File: src/swt_pkg.sv
// Shared types and constants for the shell word tokenizer.
// No dependencies; used by every module of the block.
package swt_pkg;

   localparam int POS_BITS = 16;
   localparam int BYTE_BITS = 8;
   localparam int OUT_POS_BITS = 16;
   localparam int CSR_ADDR_BITS = 3;
   localparam int CSR_DATA_BITS = 32;
   localparam int RSP_TDATA_BITS = 48;

   localparam logic [POS_BITS-1:0] POS_MAX = {POS_BITS{1'b1}};

   localparam logic [BYTE_BITS-1:0] CH_NUL = 8'h00;
   localparam logic [BYTE_BITS-1:0] CH_SQ  = 8'h27;
   localparam logic [BYTE_BITS-1:0] CH_DQ  = 8'h22;
   localparam logic [BYTE_BITS-1:0] CH_BS  = 8'h5C;
   localparam logic [BYTE_BITS-1:0] CH_NL  = 8'h0A;
   localparam logic [BYTE_BITS-1:0] CH_SP  = 8'h20;
   localparam logic [BYTE_BITS-1:0] CH_TAB = 8'h09;
   localparam logic [BYTE_BITS-1:0] CH_CR  = 8'h0D;

   // register index of the line separator
   localparam logic CSR_IDX_SEPARATOR = 1'b0;

   typedef enum logic [2:0] {
      MODE_UNQ  = 3'd0,
      MODE_BS   = 3'd1,
      MODE_SQ   = 3'd2,
      MODE_DQ   = 3'd3,
      MODE_DQBS = 3'd4
   } mode_type;

   typedef struct packed {
      logic                    append_valid;
      logic [BYTE_BITS-1:0]    append_byte;
      logic                    word_done;
      logic [OUT_POS_BITS-1:0] word_start;
      logic [OUT_POS_BITS-1:0] word_end;
      logic                    line_break;
      logic                    string_done;
      logic [2:0]              missing_quote;
   } rsp_type;

   typedef struct packed {
      logic out_valid;
      logic skid_valid;
   } buf_status_type;

   function automatic logic is_space(input logic [BYTE_BITS-1:0] c);
      is_space = (c == CH_SP) || ((c >= CH_TAB) && (c <= CH_CR));
   endfunction

endpackage

File: src/swt_core.sv
// Tokenizer state and per-character step logic.
// Depends on swt_pkg; the result is combinational from the item and the state.
module swt_core (
   input  logic                           clock,
   input  logic                           reset,
   input  logic                           accept,
   input  logic                           end_of_string,
   input  logic [swt_pkg::BYTE_BITS-1:0]  char_code,
   input  logic [swt_pkg::BYTE_BITS-1:0]  sep_char,
   output swt_pkg::rsp_type               result
);

   swt_pkg::mode_type                    mode_ff, mode_in;
   logic [swt_pkg::POS_BITS-1:0]         position_ff, position_in;
   logic [swt_pkg::POS_BITS-1:0]         start_pos_ff, start_pos_in;
   logic [swt_pkg::POS_BITS-1:0]         end_pos_ff, end_pos_in;
   logic                                 start_known_ff, start_known_in;
   logic                                 word_open_ff, word_open_in;
   logic                                 nul_stop_ff, nul_stop_in;
   logic [swt_pkg::POS_BITS-1:0]         past;
   logic                                 close_now;

   assign past = (position_ff == swt_pkg::POS_MAX) ? position_ff
                                                   : position_ff + 1'b1;

   always_comb begin
      mode_in        = mode_ff;
      position_in    = position_ff;
      start_pos_in   = start_pos_ff;
      end_pos_in     = end_pos_ff;
      start_known_in = start_known_ff;
      word_open_in   = word_open_ff;
      nul_stop_in    = nul_stop_ff;
      close_now      = 1'b0;
      result         = '0;

      if (end_of_string) begin
         close_now            = word_open_ff;
         result.string_done   = 1'b1;
         result.missing_quote = mode_ff;
         mode_in              = swt_pkg::MODE_UNQ;
         position_in          = '0;
         start_pos_in         = '0;
         end_pos_in           = '0;
         start_known_in       = 1'b0;
         word_open_in         = 1'b0;
         nul_stop_in          = 1'b0;
      end else if (nul_stop_ff) begin
         // drop everything until end of string
      end else if (char_code == swt_pkg::CH_NUL) begin
         nul_stop_in = 1'b1;
      end else begin
         position_in = past;
         case (mode_ff)
            swt_pkg::MODE_BS, swt_pkg::MODE_DQBS: begin
               if (!start_known_ff) begin
                  start_pos_in   = position_ff;
                  start_known_in = 1'b1;
               end
               word_open_in = 1'b1;
               if (char_code != swt_pkg::CH_NL) begin
                  result.append_valid = 1'b1;
                  result.append_byte  = char_code;
               end
               end_pos_in = past;
               mode_in = (mode_ff == swt_pkg::MODE_BS) ? swt_pkg::MODE_UNQ
                                                       : swt_pkg::MODE_DQ;
            end
            swt_pkg::MODE_SQ: begin
               if (!start_known_ff) begin
                  start_pos_in   = position_ff;
                  start_known_in = 1'b1;
               end
               word_open_in = 1'b1;
               if (char_code == swt_pkg::CH_SQ) begin
                  mode_in = swt_pkg::MODE_UNQ;
               end else begin
                  result.append_valid = 1'b1;
                  result.append_byte  = char_code;
               end
               end_pos_in = past;
            end
            swt_pkg::MODE_DQ: begin
               if (!start_known_ff) begin
                  start_pos_in   = position_ff;
                  start_known_in = 1'b1;
               end
               word_open_in = 1'b1;
               if (char_code == swt_pkg::CH_DQ) begin
                  mode_in = swt_pkg::MODE_UNQ;
               end else if (char_code == swt_pkg::CH_BS) begin
                  mode_in = swt_pkg::MODE_DQBS;
               end else begin
                  result.append_valid = 1'b1;
                  result.append_byte  = char_code;
               end
               end_pos_in = past;
            end
            default: begin
               mode_in = swt_pkg::MODE_UNQ;
               if (swt_pkg::is_space(char_code)) begin
                  close_now = word_open_ff;
               end else if ((char_code == swt_pkg::CH_SQ) ||
                            (char_code == swt_pkg::CH_DQ) ||
                            (char_code == swt_pkg::CH_BS)) begin
                  if (!start_known_ff) begin
                     start_pos_in   = position_ff;
                     start_known_in = 1'b1;
                  end
                  word_open_in = 1'b1;
                  // opening quote moves the end only to its own offset
                  end_pos_in = position_ff;
                  if (char_code == swt_pkg::CH_SQ) begin
                     mode_in = swt_pkg::MODE_SQ;
                  end else if (char_code == swt_pkg::CH_DQ) begin
                     mode_in = swt_pkg::MODE_DQ;
                  end else begin
                     mode_in = swt_pkg::MODE_BS;
                  end
               end else if ((sep_char != swt_pkg::CH_NUL) &&
                            (char_code == sep_char)) begin
                  close_now         = word_open_ff;
                  start_known_in    = 1'b0;
                  result.line_break = 1'b1;
               end else begin
                  if (!start_known_ff) begin
                     start_pos_in   = position_ff;
                     start_known_in = 1'b1;
                  end
                  word_open_in        = 1'b1;
                  result.append_valid = 1'b1;
                  result.append_byte  = char_code;
                  end_pos_in          = past;
               end
            end
         endcase
      end

      if (close_now) begin
         result.word_done  = 1'b1;
         result.word_start = swt_pkg::OUT_POS_BITS'(start_pos_ff);
         result.word_end   = swt_pkg::OUT_POS_BITS'(end_pos_ff);
         word_open_in      = 1'b0;
         start_known_in    = 1'b0;
      end
   end

   always_ff @(posedge clock) begin
      if (reset) begin
         mode_ff        <= swt_pkg::MODE_UNQ;
         position_ff    <= '0;
         start_pos_ff   <= '0;
         end_pos_ff     <= '0;
         start_known_ff <= 1'b0;
         word_open_ff   <= 1'b0;
         nul_stop_ff    <= 1'b0;
      end else if (accept) begin
         mode_ff        <= mode_in;
         position_ff    <= position_in;
         start_pos_ff   <= start_pos_in;
         end_pos_ff     <= end_pos_in;
         start_known_ff <= start_known_in;
         word_open_ff   <= word_open_in;
         nul_stop_ff    <= nul_stop_in;
      end
   end

endmodule

File: src/swt_out_buf.sv
// Result register with a skid stage behind it.
// Depends on swt_pkg for the result and status types.
module swt_out_buf (
   input  logic                   clock,
   input  logic                   reset,
   input  logic                   in_valid,
   output logic                   in_ready,
   input  swt_pkg::rsp_type       in_data,
   output logic                   out_valid,
   input  logic                   out_ready,
   output swt_pkg::rsp_type       out_data,
   output swt_pkg::buf_status_type status
);

   logic             out_valid_ff, skid_valid_ff;
   swt_pkg::rsp_type out_data_ff, skid_data_ff;
   logic             pop, push;

   assign in_ready  = !skid_valid_ff;
   assign pop       = out_valid_ff && out_ready;
   assign push      = in_valid && in_ready;
   assign out_valid = out_valid_ff;
   assign out_data  = out_data_ff;
   assign status.out_valid  = out_valid_ff;
   assign status.skid_valid = skid_valid_ff;

   always_ff @(posedge clock) begin
      if (reset) begin
         out_valid_ff  <= 1'b0;
         skid_valid_ff <= 1'b0;
      end else if (skid_valid_ff && pop) begin
         out_data_ff   <= skid_data_ff;
         skid_valid_ff <= 1'b0;
      end else if (push) begin
         if (!out_valid_ff || pop) begin
            out_data_ff  <= in_data;
            out_valid_ff <= 1'b1;
         end else begin
            // hold the new item until the result register drains
            skid_data_ff  <= in_data;
            skid_valid_ff <= 1'b1;
         end
      end else if (pop) begin
         out_valid_ff <= 1'b0;
      end
   end

endmodule

File: src/shell_word_tokenizer_unit.sv
// Top level of the shell word tokenizer: stream ports, separator register.
// Depends on swt_pkg, swt_core and swt_out_buf.
//
// Takes one character (or an end-of-string mark) per clock while req_tready is high
// and gives exactly one result item for each. The step logic in swt_core is
// combinational; its result is registered in the result register, or in the one-entry
// skid stage while the result side stalls, which keeps the input flowing; req_tready
// drops only once both hold an item. No clearing pass after reset.
// Write the separator register only while the stream is idle.
module shell_word_tokenizer_unit (
   input  logic                               clock,
   input  logic                               reset,
   // req_tdata: [7:0] char_code
   input  logic                               req_tvalid,
   output logic                               req_tready,
   input  logic [7:0]                         req_tdata,
   // req_tuser: [0] req_type (1 = end of string)
   input  logic                               req_tuser,
   output logic                               rsp_tvalid,
   input  logic                               rsp_tready,
   // rsp_tdata: [0] append_valid, [8:1] append_byte, [9] word_done,
   // [25:10] word_start, [41:26] word_end, [42] line_break,
   // [45:43] missing_quote, [47:46] zero
   output logic [swt_pkg::RSP_TDATA_BITS-1:0] rsp_tdata,
   // string_done
   output logic                               rsp_tlast,
   input  logic                               csr_psel,
   input  logic                               csr_penable,
   input  logic                               csr_pwrite,
   input  logic [swt_pkg::CSR_ADDR_BITS-1:0]  csr_paddr,
   input  logic [swt_pkg::CSR_DATA_BITS-1:0]  csr_pwdata,
   output logic [swt_pkg::CSR_DATA_BITS-1:0]  csr_prdata,
   output logic                               csr_pready
);

   logic [swt_pkg::BYTE_BITS-1:0] separator_ff;
   logic                          csr_write;
   logic                          csr_idx;
   logic                          accept;
   swt_pkg::rsp_type              step_result;
   swt_pkg::rsp_type              rsp;
   swt_pkg::buf_status_type       buf_status;

   assign csr_pready = 1'b1;
   assign csr_idx    = csr_paddr[2];
   assign csr_write  = csr_psel && csr_penable && csr_pwrite && csr_pready;
   assign csr_prdata = (csr_idx == swt_pkg::CSR_IDX_SEPARATOR && csr_paddr[1:0] == 2'b00)
                     ? swt_pkg::CSR_DATA_BITS'(separator_ff) : '0;

   always_ff @(posedge clock) begin
      if (reset) begin
         separator_ff <= '0;
      end else if (csr_write && csr_idx == swt_pkg::CSR_IDX_SEPARATOR) begin
         separator_ff <= csr_pwdata[swt_pkg::BYTE_BITS-1:0];
      end
   end

   assign accept = req_tvalid && req_tready;

   swt_core u_core (
      .clock          (clock),
      .reset          (reset),
      .accept         (accept),
      .end_of_string  (req_tuser),
      .char_code      (req_tdata),
      .sep_char       (separator_ff),
      .result         (step_result)
   );

   swt_out_buf u_out_buf (
      .clock     (clock),
      .reset     (reset),
      .in_valid  (req_tvalid),
      .in_ready  (req_tready),
      .in_data   (step_result),
      .out_valid (rsp_tvalid),
      .out_ready (rsp_tready),
      .out_data  (rsp),
      .status    (buf_status)
   );

   assign rsp_tdata = {2'b00, rsp.missing_quote, rsp.line_break, rsp.word_end,
                       rsp.word_start, rsp.word_done, rsp.append_byte,
                       rsp.append_valid};
   assign rsp_tlast = rsp.string_done;

`ifndef SYNTHESIS
   a_skid_behind_output: assert property (@(posedge clock) disable iff (reset)
      buf_status.skid_valid |-> buf_status.out_valid)
      else $error("skid stage holds an item while the result register is empty");

   a_stall_only_when_full: assert property (@(posedge clock) disable iff (reset)
      !req_tready |-> (buf_status.out_valid && buf_status.skid_valid))
      else $error("input stalled with room in the output buffer");

   a_quote_code_only_at_end: assert property (@(posedge clock) disable iff (reset)
      (rsp_tvalid && !rsp_tlast) |-> (rsp.missing_quote == swt_pkg::MODE_UNQ))
      else $error("missing quote code given before end of string");

   a_no_append_on_break: assert property (@(posedge clock) disable iff (reset)
      (rsp_tvalid && rsp.line_break) |-> (!rsp.append_valid && !rsp.string_done))
      else $error("line break combined with append or end of string");
`endif

endmodule

File: config.mk
export PLATFORM = sky130hd
export DESIGN_NAME = shell_word_tokenizer_unit
export DESIGN_NICKNAME = d
export VERILOG_FILES = /design/src/swt_pkg.sv /design/src/swt_core.sv /design/src/swt_out_buf.sv /design/src/shell_word_tokenizer_unit.sv
export SDC_FILE = /design/constraint.sdc
export NUM_CORES = 1
export LEC_CHECK = 0
export CAP_MARGIN = 15
export CORE_UTILIZATION = 30
export CTS_CLUSTER_SIZE = 30
export DETAILED_ROUTE_END_ITERATION = 10
export DONT_BUFFER_PORTS = 1
export PLACE_DENSITY = 0.51
export SYNTH_ARGS = -nofsm -noshare
export SYNTH_HDL_FRONTEND = slang
export SYNTH_HIERARCHICAL = 1
export SYNTH_SLANG_ARGS = --single-unit
File: constraint.sdc
create_clock -name clock -period 8.5 [get_ports clock]
set_clock_uncertainty 0.1 [all_clocks]
set_input_delay 0 -clock clock [delete_from_list [all_inputs] [get_ports clock]]
set_output_delay 0 -clock clock [all_outputs]
set_load 0.03 [all_outputs]
# Word-level counts from Yosys, hierarchy flattened
# Cells that the tools add are included.
dict set report word_totals {
  word_cells 172
  ram_bits 0
  latchBits 0
  rom_bits 0
  register_bits 158
  output_inout_bits 84
  memories 0
}
dict set report op_classes {
  n_eq_ne 22
  n_mul 0
  shift 0
  muxes 84
  order_cmp 2
  div 0
  add_sub_neg 1
  n_bitwise 4
  n_reduce_logical 33
}
# op count
set ops {}
lappend ops {{$mux W16} 19}
lappend ops {{$mux W47} 3}
lappend ops {{$mux W9} 10}
lappend ops {{$mux W1} 36}
lappend ops {{$mux W33} 1}
lappend ops {{$mux W3} 9}
lappend ops {{$pmux W9 S3} 1}
lappend ops {{$eq A8 B6 Y1 const B} 3}
lappend ops {{$add A16 B1 Y16 const B} 1}
lappend ops {{$eq A16 B16 Y1 const B} 1}
lappend ops {{$reduce_and A5 Y1} 3}
lappend ops {{$logic_and A1 B1 Y1} 9}
lappend ops {{$pmux W3 S3} 1}
lappend ops {{$reduce_and A3 Y1} 3}
lappend ops {{$eq A8 B7 Y1 const B} 1}
lappend ops {{$eq A8 B8 Y1} 1}
lappend ops {{$ge A8 B4 Y1 const B} 1}
lappend ops {{$le A8 B4 Y1 const B} 1}
lappend ops {{$logic_not A8 Y1} 1}
lappend ops {{$mux W8} 1}
lappend ops {{$ne A4 B3 Y1 const B} 2}
lappend ops {{$ne A8 B4 Y1 const B} 1}
lappend ops {{$reduce_and A4 Y1} 2}
lappend ops {{$reduce_bool A8 Y1} 1}
lappend ops {{other kinds (19)} 34}

# Logic depth before layout (Yosys ltp)
dict set report depth {
  word_depth 13
  mapped_depth 10
}

# Hierarchy
# The synthesis kept the hierarchy.
# module area_each_um2 n_inst seq_area_each_um2 cells_per_inst
set modules_own_cells {}
lappend modules_own_cells {swt_out_buf 3634.7 1 2862.7 161}
lappend modules_own_cells {swt_core 3352.0 1 1081.0 383}
lappend modules_own_cells {shell_word_tokenizer_unit 643.1 1 160.2 74}

# Least setup slack after synthesis
# OpenSTA, ideal clock, no wires.
dict set report synth_timing {
  kind {flip-flop to flip-flop}
  from {reg u_out_buf.skid_valid_ff}
  to {reg u_out_buf/skid_data_ff[0] (netlist bit) (enable)}
  synth_period_minus_slack_ps 6289
  setup_time_ps 585
  stages_incl_launch_ff 4
  arrival_time_ps 5604
  path_slack_ps 2211
  n_path_buf 0
  t_required_ps 7815
  path_cell_list {dfxtp_1 -> inv_1 -> nand2_1 -> nor4b_1}
}
dict set report synth_between {
  elab_chain_cells 3
  elab_cells_between_ends 5
}
# item line_no
set synth_rtl {}
lappend synth_rtl {{from (decl)} swt_out_buf.sv:15} ;# logic out_valid_ff, skid_valid_ff;
lappend synth_rtl {{from (signal assigned)} swt_out_buf.sv:30} ;# skid_valid_ff <= 1'b0;
lappend synth_rtl {{from (signal assigned)} swt_out_buf.sv:33} ;# skid_valid_ff <= 1'b0;
lappend synth_rtl {{from (signal assigned)} swt_out_buf.sv:41} ;# skid_valid_ff <= 1'b1;
lappend synth_rtl {{$logic_not A1 Y1} swt_out_buf.sv:19} ;# assign in_ready = !skid_valid_ff;
lappend synth_rtl {{named net req_tready} shell_word_tokenizer_unit.sv:15} ;# output logic req_tready,
lappend synth_rtl {{$logic_and A1 B1 Y1} swt_out_buf.sv:21} ;# assign push = in_valid && in_ready;
lappend synth_rtl {{$reduce_and A4 Y1 (no line)} -}
lappend synth_rtl {{to (signal assigned)} swt_out_buf.sv:40} ;# skid_data_ff <= in_data;
lappend synth_rtl {{to (decl)} swt_out_buf.sv:16} ;# swt_pkg::rsp_type out_data_ff, skid_data_ff;
# The timed path passes the listed nets, and every way through them passes these cells.
# A chain may end at the register's enable or synchronous reset.

# Worst setup path in the final report
dict set report layout_timing {
  from {reg u_out_buf.skid_valid_ff}
  to {reg u_core/start_pos_ff[1] (netlist bit)}
}
dict set report layout_between {
  elab_chain_cells 3
}
# item line_no
set layout_rtl {}
lappend layout_rtl {{$logic_not A1 Y1} swt_out_buf.sv:19}
lappend layout_rtl {{named net req_tready} shell_word_tokenizer_unit.sv:15}
lappend layout_rtl {{$logic_and A1 B1 Y1} shell_word_tokenizer_unit.sv:58} ;# assign accept = req_tvalid && req_tready;
lappend layout_rtl {{named net accept} shell_word_tokenizer_unit.sv:39} ;# logic accept;
lappend layout_rtl {{$reduce_and A5 Y1 (no line)} -}
lappend layout_rtl {{to (signal assigned)} swt_core.sv:160} ;# start_pos_ff <= start_pos_in;
lappend layout_rtl {{to (decl)} swt_core.sv:15} ;# logic [swt_pkg::POS_BITS-1:0] start_pos_ff, start_pos_in;
# The timed path passes the listed nets, and every way through them passes these cells.

==> tab_implementation.tex <==
\begin{tabular}{lr}
\hline
Metric & Value \\
\hline
\multicolumn{2}{l}{\textbf{Setup path}} \\
Critical-path maximum fanout & 20 \\
FF-to-FF setup slack & 5.60 ns \\
Kind of critical path & flip-flop to flip-flop \\
Startpoint of the most critical setup path & u\_out\_buf/skid\_valid\_ff \\
Element type at the critical path start & flip-flop \\
Crit Reg-Reg Startpoint & u\_out\_buf/skid\_valid\_ff \\
Length in cells of the worst reg-to-reg path & 7 \\
Crit path arrival time & 3.12 ns \\
Required time at the worst-slack endpoint & 8.72 ns \\
Reg2reg end & u\_core/start\_pos\_ff[1] \\
Sort of element at the end of the critical path & flip-flop \\
\multicolumn{2}{l}{\textbf{Yosys}} \\
Mean instance size in the synthesized netlist & 12.4 µm² \\
Post-synthesis instance total & 616 \\
Count of yosys warnings during synthesis & 6 \\
Netlist Area Pre-Place & 0.00761 mm² \\
\multicolumn{2}{l}{\textbf{Timing}} \\
Total count of max-transition violations in the final report & 0 \\
Worst-case headroom to the max-slew limit & 39.0\% \\
Timing-limited maximum frequency & 345 MHz \\
Total of endpoints with negative setup slack in the final report & 0 \\
Final cycle utilization of the critical path & 34.1\% \\
TNS Setup & 0 ns \\
Fin crit period & 2.90 ns \\
Pin slew with the least headroom to its limit & 0.915 ns \\
Number of hold-slack violations in the final timing report & 0 \\
Unrepaired setup endpoints after global routing & no \\
\multicolumn{2}{l}{\textbf{Clock tree}} \\
Clock net sink count & 158 \\
Clock latency on the worst-skew pair & 0.43 ns \\
Number of instances resized during post-cts repair & 0 \\
Maximum level of the CTS H-tree & 4 \\
Clock tree from TritonCTS & yes \\
Post-CTS Hold Buffers & 32 \\
Post-CTS setup repair buffer count & 0 \\
Clock edge transition at the registers on the reported setup and hold paths & 0.07 ns \\
Total CTS buffers & 17 \\
Max Root-Sink Buffers & 2 \\
Buffer type at the clock tree root & sky130\_fd\_sc\_hd\_\_clkbuf\_16 \\
\multicolumn{2}{l}{\textbf{Route}} \\
Detailed-route via count & 4737 \\
Final routed wirelength across all metal layers & 16.2 mm \\
Per-cell routed wire length & 16.6 µm \\
Length of the first detailed-routing pass in iterations & 4 \\
Detailed router's first-iteration violation count & 263 \\
Number of vias per cell after detailed routing & 4.87 \\
Residual DRC count & 0 \\
Number of nets with antenna violations after routing & 0 \\
\multicolumn{2}{l}{\textbf{Floorplan}} \\
Die Ht & 161 µm \\
Die X-Extent & 161 µm \\
Num rows & 57 \\
Die Area & 0.0260 mm² \\
Ports & 135 \\
Area inside the core boundary & 0.0246 mm² \\
Initial core utilization & 30.9\% \\
\multicolumn{2}{l}{\textbf{Layout}} \\
Area taken by flip-flops and latches & 0.00410 mm² \\
Most frequent cells in the layout & sky130\_fd\_sc\_hd\_\_edfxtp\_1 (94), sky130\_fd\_sc\_hd\_\_dfxtp\_1 (64), sky130\_fd\_sc\_hd\_\_and3\_1 (36), sky130\_fd\_sc\_hd\_\_dlygate4sd3\_1 (32), sky130\_fd\_sc\_hd\_\_mux2\_4 (30) \\
Area delta synth->final & 13.4\% \\
Number of diodes & 0 \\
Layout cell share with drive strength beyond 1 & 18.6\% \\
Total non-filler cell area in the finished layout & 0.00863 mm² \\
Footprint of the multi-input gates & 0.00315 mm² \\
Net count reported at finish & 688 \\
Most common library cell in the layout ignoring fill and taps & sky130\_fd\_sc\_hd\_\_edfxtp\_1 \\
Fill cell count & 2430 \\
\multicolumn{2}{l}{\textbf{Pwr}} \\
Power Dens Cells & 200 mW/mm² \\
Leakage power & 3.32 nW \\
Max VDD drop & 0.106 mV \\
\multicolumn{2}{l}{\textbf{Global route}} \\
Wire length of the first global-routing pass & 26.1 mm \\
Number of antenna violations at the first check in global routing & 0 \\
Pin count of the biggest net entering global routing & 48 \\
Sum of overflow across all layers after global routing & 0 \\
Via count of the first global-routing pass & 4730 \\
GR Util All Layers & 13.0\% \\
\multicolumn{2}{l}{\textbf{Worst hold path}} \\
End point of the worst hold path & u\_out\_buf/skid\_data\_ff[44] \\
Min-Delay Path Depth & 3 \\
Startpoint of the lowest-slack hold path & req\_tdata[2] \\
Worst hold-check path type & input port to flip-flop \\
\multicolumn{2}{l}{\textbf{Placed design}} \\
Global placement routability congestion & 0.845 \\
IO buf count & 0 \\
Post-detail-place hpwl & 10.6 mm \\
Area post-placement & 0.00771 mm² \\
\multicolumn{2}{l}{\textbf{Run status}} \\
Status & finished, final reports clean \\
\multicolumn{2}{l}{\textbf{Run}} \\
Max cap viols & 0 \\
\hline
\end{tabular}
[worst max path at each step]
stage | end
after floorplan | u_out_buf/skid_data_ff[0]
after global placement | u_core/start_pos_ff[2]
after detailed placement | u_core/start_pos_ff[1]
after CTS | u_core/start_pos_ff[1]
after global routing | u_core/start_pos_ff[4]
final | u_core/start_pos_ff[1]
[per-stage QoR]
step	cells	power, mW	hold WS [ns]	worst slack (ns)	util (%)
final	973	1.73	0.0254	5.60	35.1
after detailed placement	909	0.959	-0.0205	5.64	31.3
after global routing	973	1.79	0.0520	5.42	35.1
after CTS	973	1.75	0.000929	5.63	35.1
after floorplan	641	0.957	-0.0309	2.22	-
after global placement	909	0.957	-0.0243	5.69	31.3
[per-layer routing]
metal / track usage, % / share of wire (%) / vias to the layer above
li1: - / - / 2305
met1: 16.6 / 48 / 2297
met2: 21.6 / 48 / 127
met3: 2.77 / 3.2 / 8
met4: 4.80 / 0.80 / 0
met5: 0 / 0 / -
[layout make-up]
class                           instances  area share (%)
Clock buffer                           17            4.93
Clock inverter                         15            2.07
Inverter                                8           0.377
Multi-Input combinational cell        416            36.4
Sequential cell                       158            47.5
Tap cell                              324            4.69
Timing Repair Buffer                   35            3.97
[power breakdown]
part	switching (mW)	total [mW]	internal, mW
Combinational	0.0656	0.0982	0.0326
Sequential	0.0312	0.856	0.825
Clock	0.352	0.772	0.420
[critical path, stage by stage, from the launching register on]
cell                       delay, ns
sky130_fd_sc_hd__dfxtp_1        0.35
sky130_fd_sc_hd__inv_1          0.26
sky130_fd_sc_hd__and2_1         0.29
sky130_fd_sc_hd__a21boi_0       0.39
sky130_fd_sc_hd__o22ai_2        0.38
sky130_fd_sc_hd__a21oi_1        0.27
sky130_fd_sc_hd__nand3_2        0.38
sky130_fd_sc_hd__a22o_1         0.37
[registers in the layout, indices dropped and copies added, names as in the netlist]
register and cells:
u_out_buf/out_data 47, u_core/word_open_ff 1, u_core/mode_ff 3, u_core/end_pos_ff 16, u_core/position_ff 16, u_core/start_known_ff 1, u_out_buf/skid_valid_ff 1, u_core/start_pos_ff 16
u_out_buf/skid_data_ff 47, u_core/nul_stop_ff 1, u_out_buf/out_valid 1, separator_ff 8
Power figures use the tool's default switching activity.
